==> config.mk <==
export PLATFORM = sky130hd
export DESIGN_NAME = keyword_lexer_unit
export DESIGN_NICKNAME = d
export VERILOG_FILES = /design/src/hdl/klx_pkg.sv /design/src/hdl/klx_core.sv /design/src/hdl/klx_out.sv /design/src/hdl/keyword_lexer_unit.sv
export SDC_FILE = /design/constraint.sdc
export NUM_CORES = 1
export LEC_CHECK = 0
export ABC_AREA = 1
export ABC_CLOCK_PERIOD_IN_PS = 7800
export BUFFER_PORTS_ARGS = -buffer_cell sky130_fd_sc_hd__buf_2
export CAP_MARGIN = 20
export CORE_MARGIN = 10
export CORE_UTILIZATION = 50
export DETAILED_ROUTE_END_ITERATION = 10
export PLACE_DENSITY = 0.69
export RECOVER_POWER = 25
export SLEW_MARGIN = 20
export SYNTH_ARGS = -nofsm -noshare
export SYNTH_HDL_FRONTEND = slang
export SYNTH_SLANG_ARGS = --single-unit
==> constraint.sdc <==
create_clock -name clk -period 7.8 [get_ports clk]
set_input_delay 0.39 -clock clk [delete_from_list [all_inputs] [get_ports clk]]
set_output_delay 0.39 -clock clk [all_outputs]
set_load 0.1 [all_outputs]
==> src/hdl/klx_pkg.sv <==
// Shared types, token kinds and character classes for the keyword lexer.
// No dependencies; used by every module of the block and by its checker.
package klx_pkg;

  // Token kinds
  localparam logic [5:0] KIND_PLUS   = 6'd0;
  localparam logic [5:0] KIND_MINUS  = 6'd1;
  localparam logic [5:0] KIND_STAR   = 6'd2;
  localparam logic [5:0] KIND_SLASH  = 6'd3;
  localparam logic [5:0] KIND_PCT    = 6'd4;
  localparam logic [5:0] KIND_COMMA  = 6'd5;
  localparam logic [5:0] KIND_COLON  = 6'd6;
  localparam logic [5:0] KIND_SEMI   = 6'd7;
  localparam logic [5:0] KIND_AMP    = 6'd8;
  localparam logic [5:0] KIND_LPAR   = 6'd9;
  localparam logic [5:0] KIND_RPAR   = 6'd10;
  localparam logic [5:0] KIND_LBRACE = 6'd11;
  localparam logic [5:0] KIND_RBRACE = 6'd12;
  localparam logic [5:0] KIND_QUEST  = 6'd13;
  localparam logic [5:0] KIND_NE     = 6'd14;
  localparam logic [5:0] KIND_BANG   = 6'd15;
  localparam logic [5:0] KIND_EQEQ   = 6'd16;
  localparam logic [5:0] KIND_ASSIGN = 6'd17;
  localparam logic [5:0] KIND_GE     = 6'd18;
  localparam logic [5:0] KIND_GT     = 6'd19;
  localparam logic [5:0] KIND_LE     = 6'd20;
  localparam logic [5:0] KIND_LT     = 6'd21;
  localparam logic [5:0] KIND_KW0    = 6'd22;
  localparam logic [5:0] KIND_IDENT  = 6'd35;
  localparam logic [5:0] KIND_INT    = 6'd36;
  localparam logic [5:0] KIND_FLOAT  = 6'd37;
  localparam logic [5:0] KIND_STRING = 6'd38;
  localparam logic [5:0] KIND_END    = 6'd39;

  localparam int WORD_DEPTH   = 7;
  localparam int NUM_KEYWORDS = 13;
  localparam int MAX_TOKENS   = 4;

  // Keywords left-aligned, zero padded: first character in the top byte.
  localparam logic [55:0] KW_TEXT [NUM_KEYWORDS] = '{
    {"builtin"}, {"proc", 24'h0}, {"if", 40'h0}, {"else", 24'h0},
    {"for", 32'h0}, {"while", 16'h0}, {"var", 32'h0}, {"type", 24'h0},
    {"struct", 8'h0}, {"enum", 24'h0}, {"int", 32'h0}, {"float", 16'h0},
    {"bool", 24'h0}
  };
  localparam logic [2:0] KW_LEN [NUM_KEYWORDS] = '{
    3'd7, 3'd4, 3'd2, 3'd4, 3'd3, 3'd5, 3'd3, 3'd4, 3'd6, 3'd4, 3'd3, 3'd5, 3'd4
  };

  typedef enum logic [5:0] {
    MODE_IDLE   = 6'b000001,
    MODE_OPER   = 6'b000010,
    MODE_IDENT  = 6'b000100,
    MODE_INT    = 6'b001000,
    MODE_FLOAT  = 6'b010000,
    MODE_STRING = 6'b100000
  } lex_mode_t;

  typedef struct packed {
    logic [5:0]  kind;
    logic [15:0] start;
    logic [15:0] length;
    logic        unterm;
  } token_t;

  typedef struct packed {
    token_t [MAX_TOKENS-1:0] tok;
    logic [2:0]              count;
  } bundle_t;

  function automatic token_t mk_tok(input logic [5:0] kind, input logic [15:0] start,
                                    input logic [15:0] length, input logic unterm);
    token_t t;
    t.kind   = kind;
    t.start  = start;
    t.length = length;
    t.unterm = unterm;
    return t;
  endfunction

  function automatic logic is_letter(input logic [7:0] b);
    return (b >= "a" && b <= "z") || (b >= "A" && b <= "Z") || b == "_";
  endfunction

  function automatic logic is_numeral(input logic [7:0] b);
    return b >= "0" && b <= "9";
  endfunction

  function automatic logic is_pair_lead(input logic [7:0] b);
    return b == "!" || b == "=" || b == ">" || b == "<";
  endfunction

  // Kind of a one-byte operator; valid flag in the top bit.
  function automatic logic [6:0] single_kind(input logic [7:0] b);
    logic [6:0] r;
    r = 7'd0;
    case (b)
      "+": r = {1'b1, KIND_PLUS};
      "-": r = {1'b1, KIND_MINUS};
      "*": r = {1'b1, KIND_STAR};
      "/": r = {1'b1, KIND_SLASH};
      "%": r = {1'b1, KIND_PCT};
      ",": r = {1'b1, KIND_COMMA};
      ":": r = {1'b1, KIND_COLON};
      ";": r = {1'b1, KIND_SEMI};
      "&": r = {1'b1, KIND_AMP};
      "(": r = {1'b1, KIND_LPAR};
      ")": r = {1'b1, KIND_RPAR};
      "{": r = {1'b1, KIND_LBRACE};
      "}": r = {1'b1, KIND_RBRACE};
      "?": r = {1'b1, KIND_QUEST};
      default: r = 7'd0;
    endcase
    return r;
  endfunction

  // Lone form of ! = > < ; the two-byte form with '=' is one less.
  function automatic logic [5:0] lone_kind(input logic [7:0] b);
    logic [5:0] r;
    case (b)
      "!": r = KIND_BANG;
      "=": r = KIND_ASSIGN;
      ">": r = KIND_GT;
      default: r = KIND_LT;
    endcase
    return r;
  endfunction

  function automatic logic [5:0] word_kind(input logic [55:0] w, input logic [15:0] len);
    logic [5:0] r;
    r = KIND_IDENT;
    for (int k = NUM_KEYWORDS - 1; k >= 0; k--) begin
      if (len == 16'(KW_LEN[k]) && w == KW_TEXT[k]) begin
        r = KIND_KW0 + 6'(k);
      end
    end
    return r;
  endfunction

endpackage

==> src/hdl/klx_core.sv <==
// Lexer state and next-token logic: classifies one byte against the open token.
// Depends on klx_pkg. Produces a bundle of up to four tokens per byte.
module klx_core
  import klx_pkg::*;
#(
  parameter int TEXT_MAX = 65536
) (
  input  logic       clk,
  input  logic       rst,
  input  logic       adv,
  input  logic [7:0] b,
  input  logic       fin,
  output bundle_t    bundle
);

  localparam int POS_W = $clog2(TEXT_MAX);

  lex_mode_t         mode, mode_next;
  logic [POS_W-1:0]  pos, pos_next, pos_inc;
  logic [POS_W-1:0]  origin, origin_next;
  logic [7:0]        pend, pend_next;
  logic [0:6][7:0]   wbuf, wbuf_next;
  logic [15:0]       wl, wl_next, wl_sat;

  function automatic logic [15:0] low16(input logic [POS_W-1:0] p);
    logic [POS_W+15:0] e;
    e = {16'b0, p};
    return e[15:0];
  endfunction

  assign pos_inc = (pos == POS_W'(TEXT_MAX - 1)) ? '0 : pos + 1'b1;
  assign wl_sat  = (wl == 16'hFFFF) ? wl : wl + 16'd1;

  always_comb begin
    logic       taken;
    logic [2:0] n;
    logic [6:0] sk;
    bundle_t    r;
    r           = '0;
    n           = 3'd0;
    taken       = 1'b0;
    sk          = single_kind(b);
    mode_next   = mode;
    pos_next    = pos_inc;
    origin_next = origin;
    pend_next   = pend;
    wbuf_next   = wbuf;
    wl_next     = wl;

    // Close or extend the open token
    unique case (mode)
      MODE_OPER: begin
        if (b == "=") begin
          r.tok[n[1:0]] = mk_tok(lone_kind(pend) - 6'd1, low16(origin), 16'd2, 1'b0);
          taken = 1'b1;
        end else begin
          r.tok[n[1:0]] = mk_tok(lone_kind(pend), low16(origin), 16'd1, 1'b0);
        end
        n = n + 3'd1;
        mode_next = MODE_IDLE;
      end
      MODE_IDENT: begin
        if (is_letter(b) || is_numeral(b)) begin
          for (int i = 0; i < WORD_DEPTH; i++) begin
            if (wl == 16'(i)) wbuf_next[i] = b;
          end
          wl_next = wl_sat;
          taken = 1'b1;
        end else begin
          r.tok[n[1:0]] = mk_tok(word_kind(wbuf, wl), low16(origin), wl, 1'b0);
          n = n + 3'd1;
          mode_next = MODE_IDLE;
        end
      end
      MODE_INT: begin
        if (is_numeral(b) || b == ".") begin
          if (b == ".") mode_next = MODE_FLOAT;
          wl_next = wl_sat;
          taken = 1'b1;
        end else begin
          r.tok[n[1:0]] = mk_tok(KIND_INT, low16(origin), wl, 1'b0);
          n = n + 3'd1;
          mode_next = MODE_IDLE;
        end
      end
      MODE_FLOAT: begin
        if (is_numeral(b)) begin
          wl_next = wl_sat;
          taken = 1'b1;
        end else begin
          r.tok[n[1:0]] = mk_tok(KIND_FLOAT, low16(origin), wl, 1'b0);
          n = n + 3'd1;
          mode_next = MODE_IDLE;
        end
      end
      MODE_STRING: begin
        if (b == "\"") begin
          r.tok[n[1:0]] = mk_tok(KIND_STRING, low16(origin), wl, 1'b0);
          n = n + 3'd1;
          mode_next = MODE_IDLE;
        end else begin
          wl_next = wl_sat;
        end
        taken = 1'b1;
      end
      default: mode_next = MODE_IDLE;
    endcase

    // Start a new token with this byte
    if (!taken) begin
      if (sk[6]) begin
        r.tok[n[1:0]] = mk_tok(sk[5:0], low16(pos), 16'd1, 1'b0);
        n = n + 3'd1;
      end else if (is_pair_lead(b)) begin
        mode_next   = MODE_OPER;
        pend_next   = b;
        origin_next = pos;
      end else if (is_letter(b)) begin
        mode_next    = MODE_IDENT;
        origin_next  = pos;
        wbuf_next    = '0;
        wbuf_next[0] = b;
        wl_next      = 16'd1;
      end else if (is_numeral(b)) begin
        mode_next   = MODE_INT;
        origin_next = pos;
        wl_next     = 16'd1;
      end else if (b == "\"") begin
        mode_next   = MODE_STRING;
        origin_next = pos_inc;
        wl_next     = 16'd0;
      end
    end

    // End of text: flush the open token, add two END items, start over
    if (fin) begin
      unique case (mode_next)
        MODE_OPER: begin
          r.tok[n[1:0]] = mk_tok(lone_kind(pend_next), low16(origin_next), 16'd1, 1'b0);
          n = n + 3'd1;
        end
        MODE_IDENT: begin
          r.tok[n[1:0]] = mk_tok(word_kind(wbuf_next, wl_next), low16(origin_next),
                                 wl_next, 1'b0);
          n = n + 3'd1;
        end
        MODE_INT: begin
          r.tok[n[1:0]] = mk_tok(KIND_INT, low16(origin_next), wl_next, 1'b0);
          n = n + 3'd1;
        end
        MODE_FLOAT: begin
          r.tok[n[1:0]] = mk_tok(KIND_FLOAT, low16(origin_next), wl_next, 1'b0);
          n = n + 3'd1;
        end
        MODE_STRING: begin
          r.tok[n[1:0]] = mk_tok(KIND_STRING, low16(origin_next), wl_next, 1'b1);
          n = n + 3'd1;
        end
        default: ;
      endcase
      r.tok[n[1:0]] = mk_tok(KIND_END, low16(pos_inc), 16'd0, 1'b0);
      n = n + 3'd1;
      r.tok[n[1:0]] = mk_tok(KIND_END, low16(pos_inc), 16'd0, 1'b0);
      n = n + 3'd1;
      mode_next   = MODE_IDLE;
      pos_next    = '0;
      origin_next = '0;
      pend_next   = 8'd0;
      wbuf_next   = '0;
      wl_next     = 16'd0;
    end

    r.count = n;
    bundle  = r;
  end

  always_ff @(posedge clk) begin
    if (rst) begin
      mode   <= MODE_IDLE;
      pos    <= '0;
      origin <= '0;
      pend   <= 8'd0;
      wbuf   <= '0;
      wl     <= 16'd0;
    end else if (adv) begin
      mode   <= mode_next;
      pos    <= pos_next;
      origin <= origin_next;
      pend   <= pend_next;
      wbuf   <= wbuf_next;
      wl     <= wl_next;
    end
  end

endmodule

==> src/hdl/klx_out.sv <==
// Token register: holds one byte's bundle of tokens and hands them out in order.
// Depends on klx_pkg.
module klx_out
  import klx_pkg::*;
(
  input  logic        clk,
  input  logic        rst,
  input  logic        load,
  input  bundle_t     bundle,
  output logic        free,
  output logic        token_valid,
  input  logic        token_ready,
  output logic [5:0]  token_kind,
  output logic [15:0] token_start,
  output logic [15:0] token_length,
  output logic        unterminated,
  output logic        run_last
);

  logic                    held;
  logic [1:0]              idx;
  logic [1:0]              last_idx;
  token_t [MAX_TOKENS-1:0] toks;
  logic                    at_last;
  token_t                  cur;

  assign at_last = (idx == last_idx);
  assign free    = !held || (token_ready && at_last);
  assign cur     = toks[idx];

  assign token_valid  = held;
  assign token_kind   = cur.kind;
  assign token_start  = cur.start;
  assign token_length = cur.length;
  assign unterminated = cur.unterm;
  assign run_last     = at_last;

  always_ff @(posedge clk) begin
    if (rst) begin
      held <= 1'b0;
      idx  <= 2'd0;
    end else if (held && token_ready && !at_last) begin
      idx <= idx + 2'd1;
    end else if (free) begin
      held <= load;
      idx  <= 2'd0;
    end
  end

  always_ff @(posedge clk) begin
    if (free && load) begin
      toks     <= bundle.tok;
      last_idx <= 2'(bundle.count - 3'd1);
    end
  end

endmodule

==> src/hdl/keyword_lexer_unit.sv <==
// Streaming keyword lexer: one text byte in per cycle, tokens out as kind, start, length.
// A byte that yields no token or one token is taken every cycle while token_ready holds;
// a byte that yields more (up to four, at most on the final byte) holds the input until
// its last token is taken; the token register hands out one token per cycle of token_ready.
// The first token of a byte goes through the input register, then the token register.
// Depends on klx_pkg, klx_core and klx_out.
module keyword_lexer_unit
  import klx_pkg::*;
#(
  parameter int TEXT_MAX = 65536
) (
  input  logic        clk,
  input  logic        rst,
  input  logic        text_valid,
  output logic        text_ready,
  input  logic [7:0]  text_byte,
  input  logic        final_byte,
  output logic        token_valid,
  input  logic        token_ready,
  output logic [5:0]  token_kind,
  output logic [15:0] token_start,
  output logic [15:0] token_length,
  output logic        unterminated,
  output logic        run_last
);

  logic       in_held;
  logic [7:0] in_byte;
  logic       in_fin;
  logic       adv;
  logic       free;
  bundle_t    bundle;

  assign adv        = in_held && free;
  assign text_ready = !in_held || adv;

  always_ff @(posedge clk) begin
    if (rst) begin
      in_held <= 1'b0;
    end else if (text_ready) begin
      in_held <= text_valid;
    end
  end

  always_ff @(posedge clk) begin
    if (text_valid && text_ready) begin
      in_byte <= text_byte;
      in_fin  <= final_byte;
    end
  end

  klx_core #(.TEXT_MAX(TEXT_MAX)) u_core (
    .clk    (clk),
    .rst    (rst),
    .adv    (adv),
    .b      (in_byte),
    .fin    (in_fin),
    .bundle (bundle)
  );

  klx_out u_out (
    .clk          (clk),
    .rst          (rst),
    .load         (adv && bundle.count != 3'd0),
    .bundle       (bundle),
    .free         (free),
    .token_valid  (token_valid),
    .token_ready  (token_ready),
    .token_kind   (token_kind),
    .token_start  (token_start),
    .token_length (token_length),
    .unterminated (unterminated),
    .run_last     (run_last)
  );

endmodule

==> flow_metrics.tcl, run 1 <==
set metrics [dict create \
    synth_top_area_share_pct 24.62 \
    finalSetupViolations 0 \
    vias 22019 \
    grt_max_degree 84 \
    final_hold_viol_count 0 \
    wirelength_um 78340 \
    crit_top_cell "nand2_1" \
    pwr-share-seq_pct 42.6 \
    ys_seq_area_share_pct 36.60 \
    p_leak_nw 8.573 \
    maxSlewHeadroom_pct -122.0 \
    max_cap_viol_count 4 \
    cp_data_arrival_time_ns 7.29 \
    detail_route.vias_per_cell 6.061 \
    max_stage_delay_ns 2.34 \
    synthSimpleGateAreaFrac_pct 37.29 \
    remaining_drc_errors 0 \
    ant_nets 0 \
    synth_top_cells_by_count "nand2_1 (828), nor2_1 (479), inv_1 (272)" \
    synth_enable_flop_cells 167 \
    crit_fanout 83 \
    nFillCells 3980 \
    core_mm2 0.04001 \
    cp_slowest_cell "clkbuf_1" \
    first_global_vias 20053 \
    synth_mux_area_share_pct 0.05528 \
    final_core_util_pct 54.92 \
    fmaxAchievable_ghz 0.1467 \
    wl_per_cell_um 21.56 \
    ys_seq_elements 289 \
    cts-root-buf "clkbuf_16" \
    drtIter0Drc 2666 \
    min_period_over_period_pct 87.37 \
    final.setup_skew_ns 0.02091 \
    critPathBufInv 4 \
    die_area_mm2 0.04922 \
    post_cts_buffers 0 \
    yosysMostFrequentCell "nand2_1" \
    cts_htree_levels 2 \
    violations "max-capacitance violations, max-slew violations" \
    internal-power_mw 2.823 \
    worst-path-stages 12 \
    initial_core_util_pct 50.92 \
    crit-reg2reg-capture "u_core.wbuf[49]" \
    numClockSinks 289 \
    p_per_area_mw_per_mm2 181.1 \
    cts_buffers 35 \
    io_pins 55 \
    critPathLaunchType "flip-flop" \
    syn_to_final_growth_pct 7.849 \
    post_dp_cell_area_mm2 0.02084 \
    netlist_area_mm2 0.02037 \
    end_kind "flip-flop" \
    fin_cells 3633 \
    multi_input_area_mm2 0.01111 \
    ys_types 64 \
    dp_hpwl_um 58390 \
    clk_latency_ns 0.56 \
    synth_xor_area_share_pct 0.4299 \
    clk_pin_slew_ns 0.06 \
    synthCells 3116 \
    reg2regPathDepth 12 \
    yosys-top-cells-area "edfxtp_1 (25%), nand2_1 (15%), dfxtp_1 (12%)" \
    holdCritPathClass "in -> reg" \
    num_antenna_cells 0 \
    detailedRoute.firstPassIterationCount 6 \
    r2r_start "u_out.idx[0]" \
    combPwrFrac_pct 13.5 \
    crit_end "u_core.wbuf[49]" \
    cts_tree "built" \
    fin_area_mm2 0.02197 \
    cpLargestDelayFamily "buffers and inverters" \
    critPathRequiredTime_ns 8.27 \
    die_y_um 221.9 \
    switching_share_pct 29.07 \
    final_max_slew_viol_count 265 \
    worst_slew_pin_slew_ns 3.331 \
    rows 73 \
    switching_power_mw 1.157 \
    synth-main-ff-cell "edfxtp_1" \
    rrSetupSlack_ns 0.99 \
    period_needed_ns 6.815 \
    path_cells "clkbuf_1 > nand2_1 > a21oi_1 > inv_1 > nand2_1 > nand2_1 > inv_1 > nand2_4 > nor2_4 > clkbuf_1 > nand2_1 > a21oi_1" \
    nets 3107 \
    fp.dieW_um 221.9 \
    overflow 0 \
    globalplace.congestion 0.9798 \
    globalRouteTotalUtil_pct 30.31 \
    drive_gt1_share_pct 5.888 \
    synth_warnings 0 \
    avgSynthCellArea_um2 6.538 \
    async_flop_share_pct 0 \
    synth_fa_ha_area_share_pct 0.6756 \
    yosysTopAreaCell "edfxtp_1" \
    crit_path_start "u_out.idx[0]" \
    rsz0062_at_grt "false" \
    cts_resized 0 \
    io_buffers 54 \
    synth_top_family_by_area "simple AND/OR/NAND/NOR gates" \
    place_inst 3571 \
    synth_compound_area_share_pct 16.01 \
    hold_buffers 0 \
    vdd_drop_max_mv 0.1325 \
    grt_first_pass_wirelength_um 119300 \
    worst-setup-path-type "reg -> reg" \
    syn-num-nets 3140 \
    antenna_found_initial 1 \
    clockPowerShare_pct 44.0 \
    power_mw 3.980 \
    regArea_mm2 0.007458 \
    status "complete, but fails checks" \
    clockBufferDepth 3 \
    fin_setup_tns_ns 0 \
]
-- worst min path at each step --
stage | cells past startpoint | endpoint | slack (ns) | from
after global routing | 1 | in_fin | 0.02 | final_byte
after floorplan | 2 | u_core.origin[5] | 0.45 | u_core.origin[5]
after global placement | 2 | u_core.wbuf[54] | 0.45 | u_core.wbuf[54]
final | 1 | in_fin | 0.02 | final_byte
after detailed placement | 2 | u_core.origin[5] | 0.46 | u_core.origin[5]
after CTS | 1 | in_fin | 0.001 | final_byte
-- kinds of logic (layout without fill, tap and decap cells) --
family                     count (synthesis)  count (layout)
AOI/OAI and AO/OA                        579             579
adders and majority gates                 11              11
muxes                                      1               1
DFF                                      289             289
buffers and inverters                    451             443
and+or+nand+nor                         1775            1775
xor gates and xnor gates                  10              10
-- cell usage in the layout (no fill, tap or decap), types with 6 or more instances in the layout --
cell type  netlist  final
clkbuf_1        97     61
clkbuf_16        0     37
buf_4            9     22
nand2_1        828    827
o211ai_1        17     17
nor3_1          63     63
o21ai_0        217    217
nor2_4           5      6
edfxtp_1       167    167
o21ai_1         21     21
ha_1            11     11
inv_2           26     29
nand2_2         23     23
nand4_1         92     92
nand3_1        213    213
inv_1          272    269
dfxtp_1        122    121
a21oi_1        187    187
or2_2           12     12
a22oi_1         15     15
o32ai_1          6      6
a32oi_1          7      7
nor2_2          16     16
xor2_1           9      9
nor2_1         479    478
o22ai_1         76     76
nor4_1          16     16
nand3b_1        11     11
-- worst register-to-register path: cells and delay by family (launching register included) --
family | cells | cell delay [ns]
DFF | 1 | 0.31
buffers and inverters | 4 | 4.25
AOI/OAI and AO/OA | 2 | 0.55
and+or+nand+nor | 6 | 1.64
-- through the flow --
stage                     hold slack [ns]  setup slack [ns]
after global routing              0.01578            0.5247
after global placement             0.4534             1.623
after CTS                        0.001028             1.523
final                             0.01888            0.9851
after floorplan                    0.4453            0.4607
after detailed placement           0.4601             1.514
-- area by class of cell --
class	count	share of cell area [%]
Multi-Input combinational cell	2376	50.57
Sequential cell	289	33.95
Inverter	301	5.165
Clock buffer	47	4.522
Tap cell	525	2.990
Timing Repair Buffer	80	1.834
Clock inverter	15	0.9738
-- registers in the layout (all words and copies together), names as in the netlist --
name,flops
in_fin,1
u_core.wl,16
in_held,1
u_out.idx,2
u_out.toks,156
u_core.mode,6
u_out.last_idx,2
u_core.pend,8
u_core.pos,16
u_core.origin,16
in_byte,8
u_core.wbuf,56
u_out.token_valid,1
-- power by group through the flow --
| stage | logic, mW | registers [mW] | clock network [mW] |
|---|---|---|---|
| 3_5_place_dp | 0.531 | 1.73 | 0 |
| 5_1_grt | 0.571 | 1.70 | 1.83 |
| 3_3_place_gp | 0.526 | 1.72 | 0 |
| 6_report | 0.536 | 1.69 | 1.75 |
| 2_1_floorplan | 0.409 | 1.73 | 0 |
| 4_1_cts | 0.532 | 1.69 | 1.76 |
-- metal layers --
| layer | global-route usage (%) | wire [um] |
|---|---|---|
| met4 | 16.20 | 4671 |
| met5 | 0 | 11 |
| met2 | 48.97 | 36070 |
| met1 | 38.35 | 30800 |
| met3 | 4.601 | 6788 |
No activity file was read; power rests on OpenSTA's default activity.
==> inputs of run 2 (changes only) <==
--- a/config.mk
+++ b/config.mk
@@ -11,6 +11,7 @@
 export CAP_MARGIN = 20
 export CORE_MARGIN = 10
 export CORE_UTILIZATION = 50
+export CTS_BUF_LIST = sky130_fd_sc_hd__clkbuf_8
 export DETAILED_ROUTE_END_ITERATION = 10
 export PLACE_DENSITY = 0.69
 export RECOVER_POWER = 25
==> run 2 against run 1 <==
- the run still ends with max-capacitance violations, max-slew violations left
- routed wire length decreased by 0.43%
- clock skew increased by 0.023 ns
- global-route usage decreased by 0.11 points
- largest cell class unchanged
- highest routed layer is now met4
==> flow_metrics.tcl, run 2 (same netlist as run 1, synthesis figures left out) <==
set metrics [dict create \
    status "complete, but fails checks" \
    violations "max-capacitance violations, max-slew violations" \
    num_antenna_cells 0 \
    crit_top_cell "nand2_1" \
    clockBufferDepth 3 \
    final_cell_mix "nand2_1 (827), nor2_1 (478), inv_1 (291), o21ai_0 (217), nand3_1 (213)" \
    fp.dieW_um 221.9 \
    io_pins 55 \
    largest_reg_flops 156 \
    worst-setup-path-type "reg -> reg" \
    p_per_area_mw_per_mm2 166.4 \
    wirelength_um 78010 \
    grt_first_pass_wirelength_um 119000 \
    max_cap_viol_count 4 \
    clk_latency_ns 0.67 \
    core_mm2 0.04001 \
    globalplace.congestion 0.9798 \
    p_leak_nw 8.602 \
    detail_route.vias_per_cell 6.007 \
    io_buffers 54 \
    final_core_util_pct 54.58 \
    holdCritPathClass "in -> reg" \
    reg2regPathDepth 12 \
    cts_buffers 52 \
    initial_core_util_pct 50.92 \
    final_max_slew_viol_count 265 \
    crit_fanout 83 \
    final.setup_skew_ns 0.04364 \
    top_register "u_out.toks" \
    worst_slew_pin_slew_ns 3.249 \
    critPathRequiredTime_ns 8.39 \
    min_period_over_period_pct 86.35 \
    drtIter0Drc 2699 \
    vias 22069 \
    maxSlewHeadroom_pct -116.6 \
    vdd_drop_max_mv 0.1376 \
    rows 73 \
    critPathLaunchType "flip-flop" \
    numClockSinks 289 \
    cp_data_arrival_time_ns 7.32 \
    top_regs "u_out.toks (156), u_core.wbuf (56)" \
    die_y_um 221.9 \
    ant_nets 0 \
    syn_to_final_growth_pct 7.192 \
    clk_pin_slew_ns 0.05 \
    wl_per_cell_um 21.23 \
    antenna_found_initial 0 \
    drive_gt1_share_pct 6.161 \
    period_needed_ns 6.736 \
    nFillCells 4035 \
    nets 3133 \
    cts_tree "built" \
    mostFrequentLayoutCell "nand2_1" \
    cts-root-buf "clkbuf_8" \
    dp_hpwl_um 58390 \
    globalRouteTotalUtil_pct 30.20 \
    overflow 0 \
    multi_input_area_mm2 0.01111 \
    remaining_drc_errors 0 \
    hold_depth 4 \
    detailedRoute.firstPassIterationCount 6 \
    final_hold_viol_count 0 \
    die_area_mm2 0.04922 \
    fin_setup_tns_ns 0 \
    path_cells "clkbuf_1 > nand2_1 > a21oi_1 > inv_1 > nand2_1 > nand2_1 > inv_1 > nand2_4 > nor2_4 > clkbuf_1 > nand2_1 > a21oi_1" \
    finalSetupViolations 0 \
    regArea_mm2 0.007458 \
    fmaxAchievable_ghz 0.1485 \
    end_kind "flip-flop" \
    max_stage_delay_ns 2.28 \
    cts_htree_levels 2 \
    grt_max_degree 84 \
    first_global_vias 20113 \
    rsz0062_at_grt "false" \
    cp_slowest_cell "clkbuf_1" \
]
-- run 2: path summary, 6_finish.rpt --
| path | from | endpoint | slack (ns) |
|---|---|---|---|
| max reg2reg | u_out.idx[0] | u_core.wbuf[49] | 1.06 |
| min | token_ready | u_out.idx[0] | 0.04 |
| min reg2reg | u_core.origin[5] | u_core.origin[5] | 0.47 |
| max | u_out.idx[0] | u_core.wbuf[49] | 1.06 |
-- run 2: where the power goes --
| part | internal, mW | switching (mW) |
|---|---|---|
| combinational | 0.0943 | 0.443 |
| clock | 0.719 | 0.681 |
| sequential | 1.67 | 0.0254 |
| total | 2.48 | 1.15 |
-- run 2: per-layer routing --
metal  wire, um  vias up  GRT usage [%]
li1           -    10437              -
met1      31080    10273          38.17
met2      36130     1148          49.11
met3       6418      211          4.231
met4       4372        0          16.12
met5          0        -              0
-- run 2: what timing repair did --
action                                 in CTS  in global routing
resized for setup                           0                  0
buffers inserted                            0                  0
endpoints found under the hold margin       9                  0
hold buffers                                9                  0
-- run 2: cell type report --
cell class / count / share of cell area, %
timing repair buffer: 89 / 2.257
inverter: 301 / 5.197
sequential: 289 / 34.15
clock buffer: 55 / 3.466
clock inverter: 39 / 1.037
multi-input combinational: 2376 / 50.88
tap: 525 / 3.008
-- run 2: stage by stage --
step	area, um2	hold WS, ns	cells	power (mW)	setup slack [ns]
after floorplan	20370	0.4453	3116	2.135	0.4607
after global placement	20840	0.4534	3571	2.251	1.623
after detailed placement	20840	0.4601	3571	2.257	1.514
after CTS	21910	0.01051	3674	3.646	1.531
after global routing	21840	0.06883	3674	3.758	0.5177
final	21840	0.03812	3674	3.633	1.064
-- run 2: worst max-delay path: cells and delay by family (launching register included) --
kind | cells | cell delay [ns]
AOI/OAI and AO/OA | 2 | 0.55
and+or+nand+nor | 6 | 1.53
DFF | 1 | 0.31
buffers and inverters | 4 | 4.20
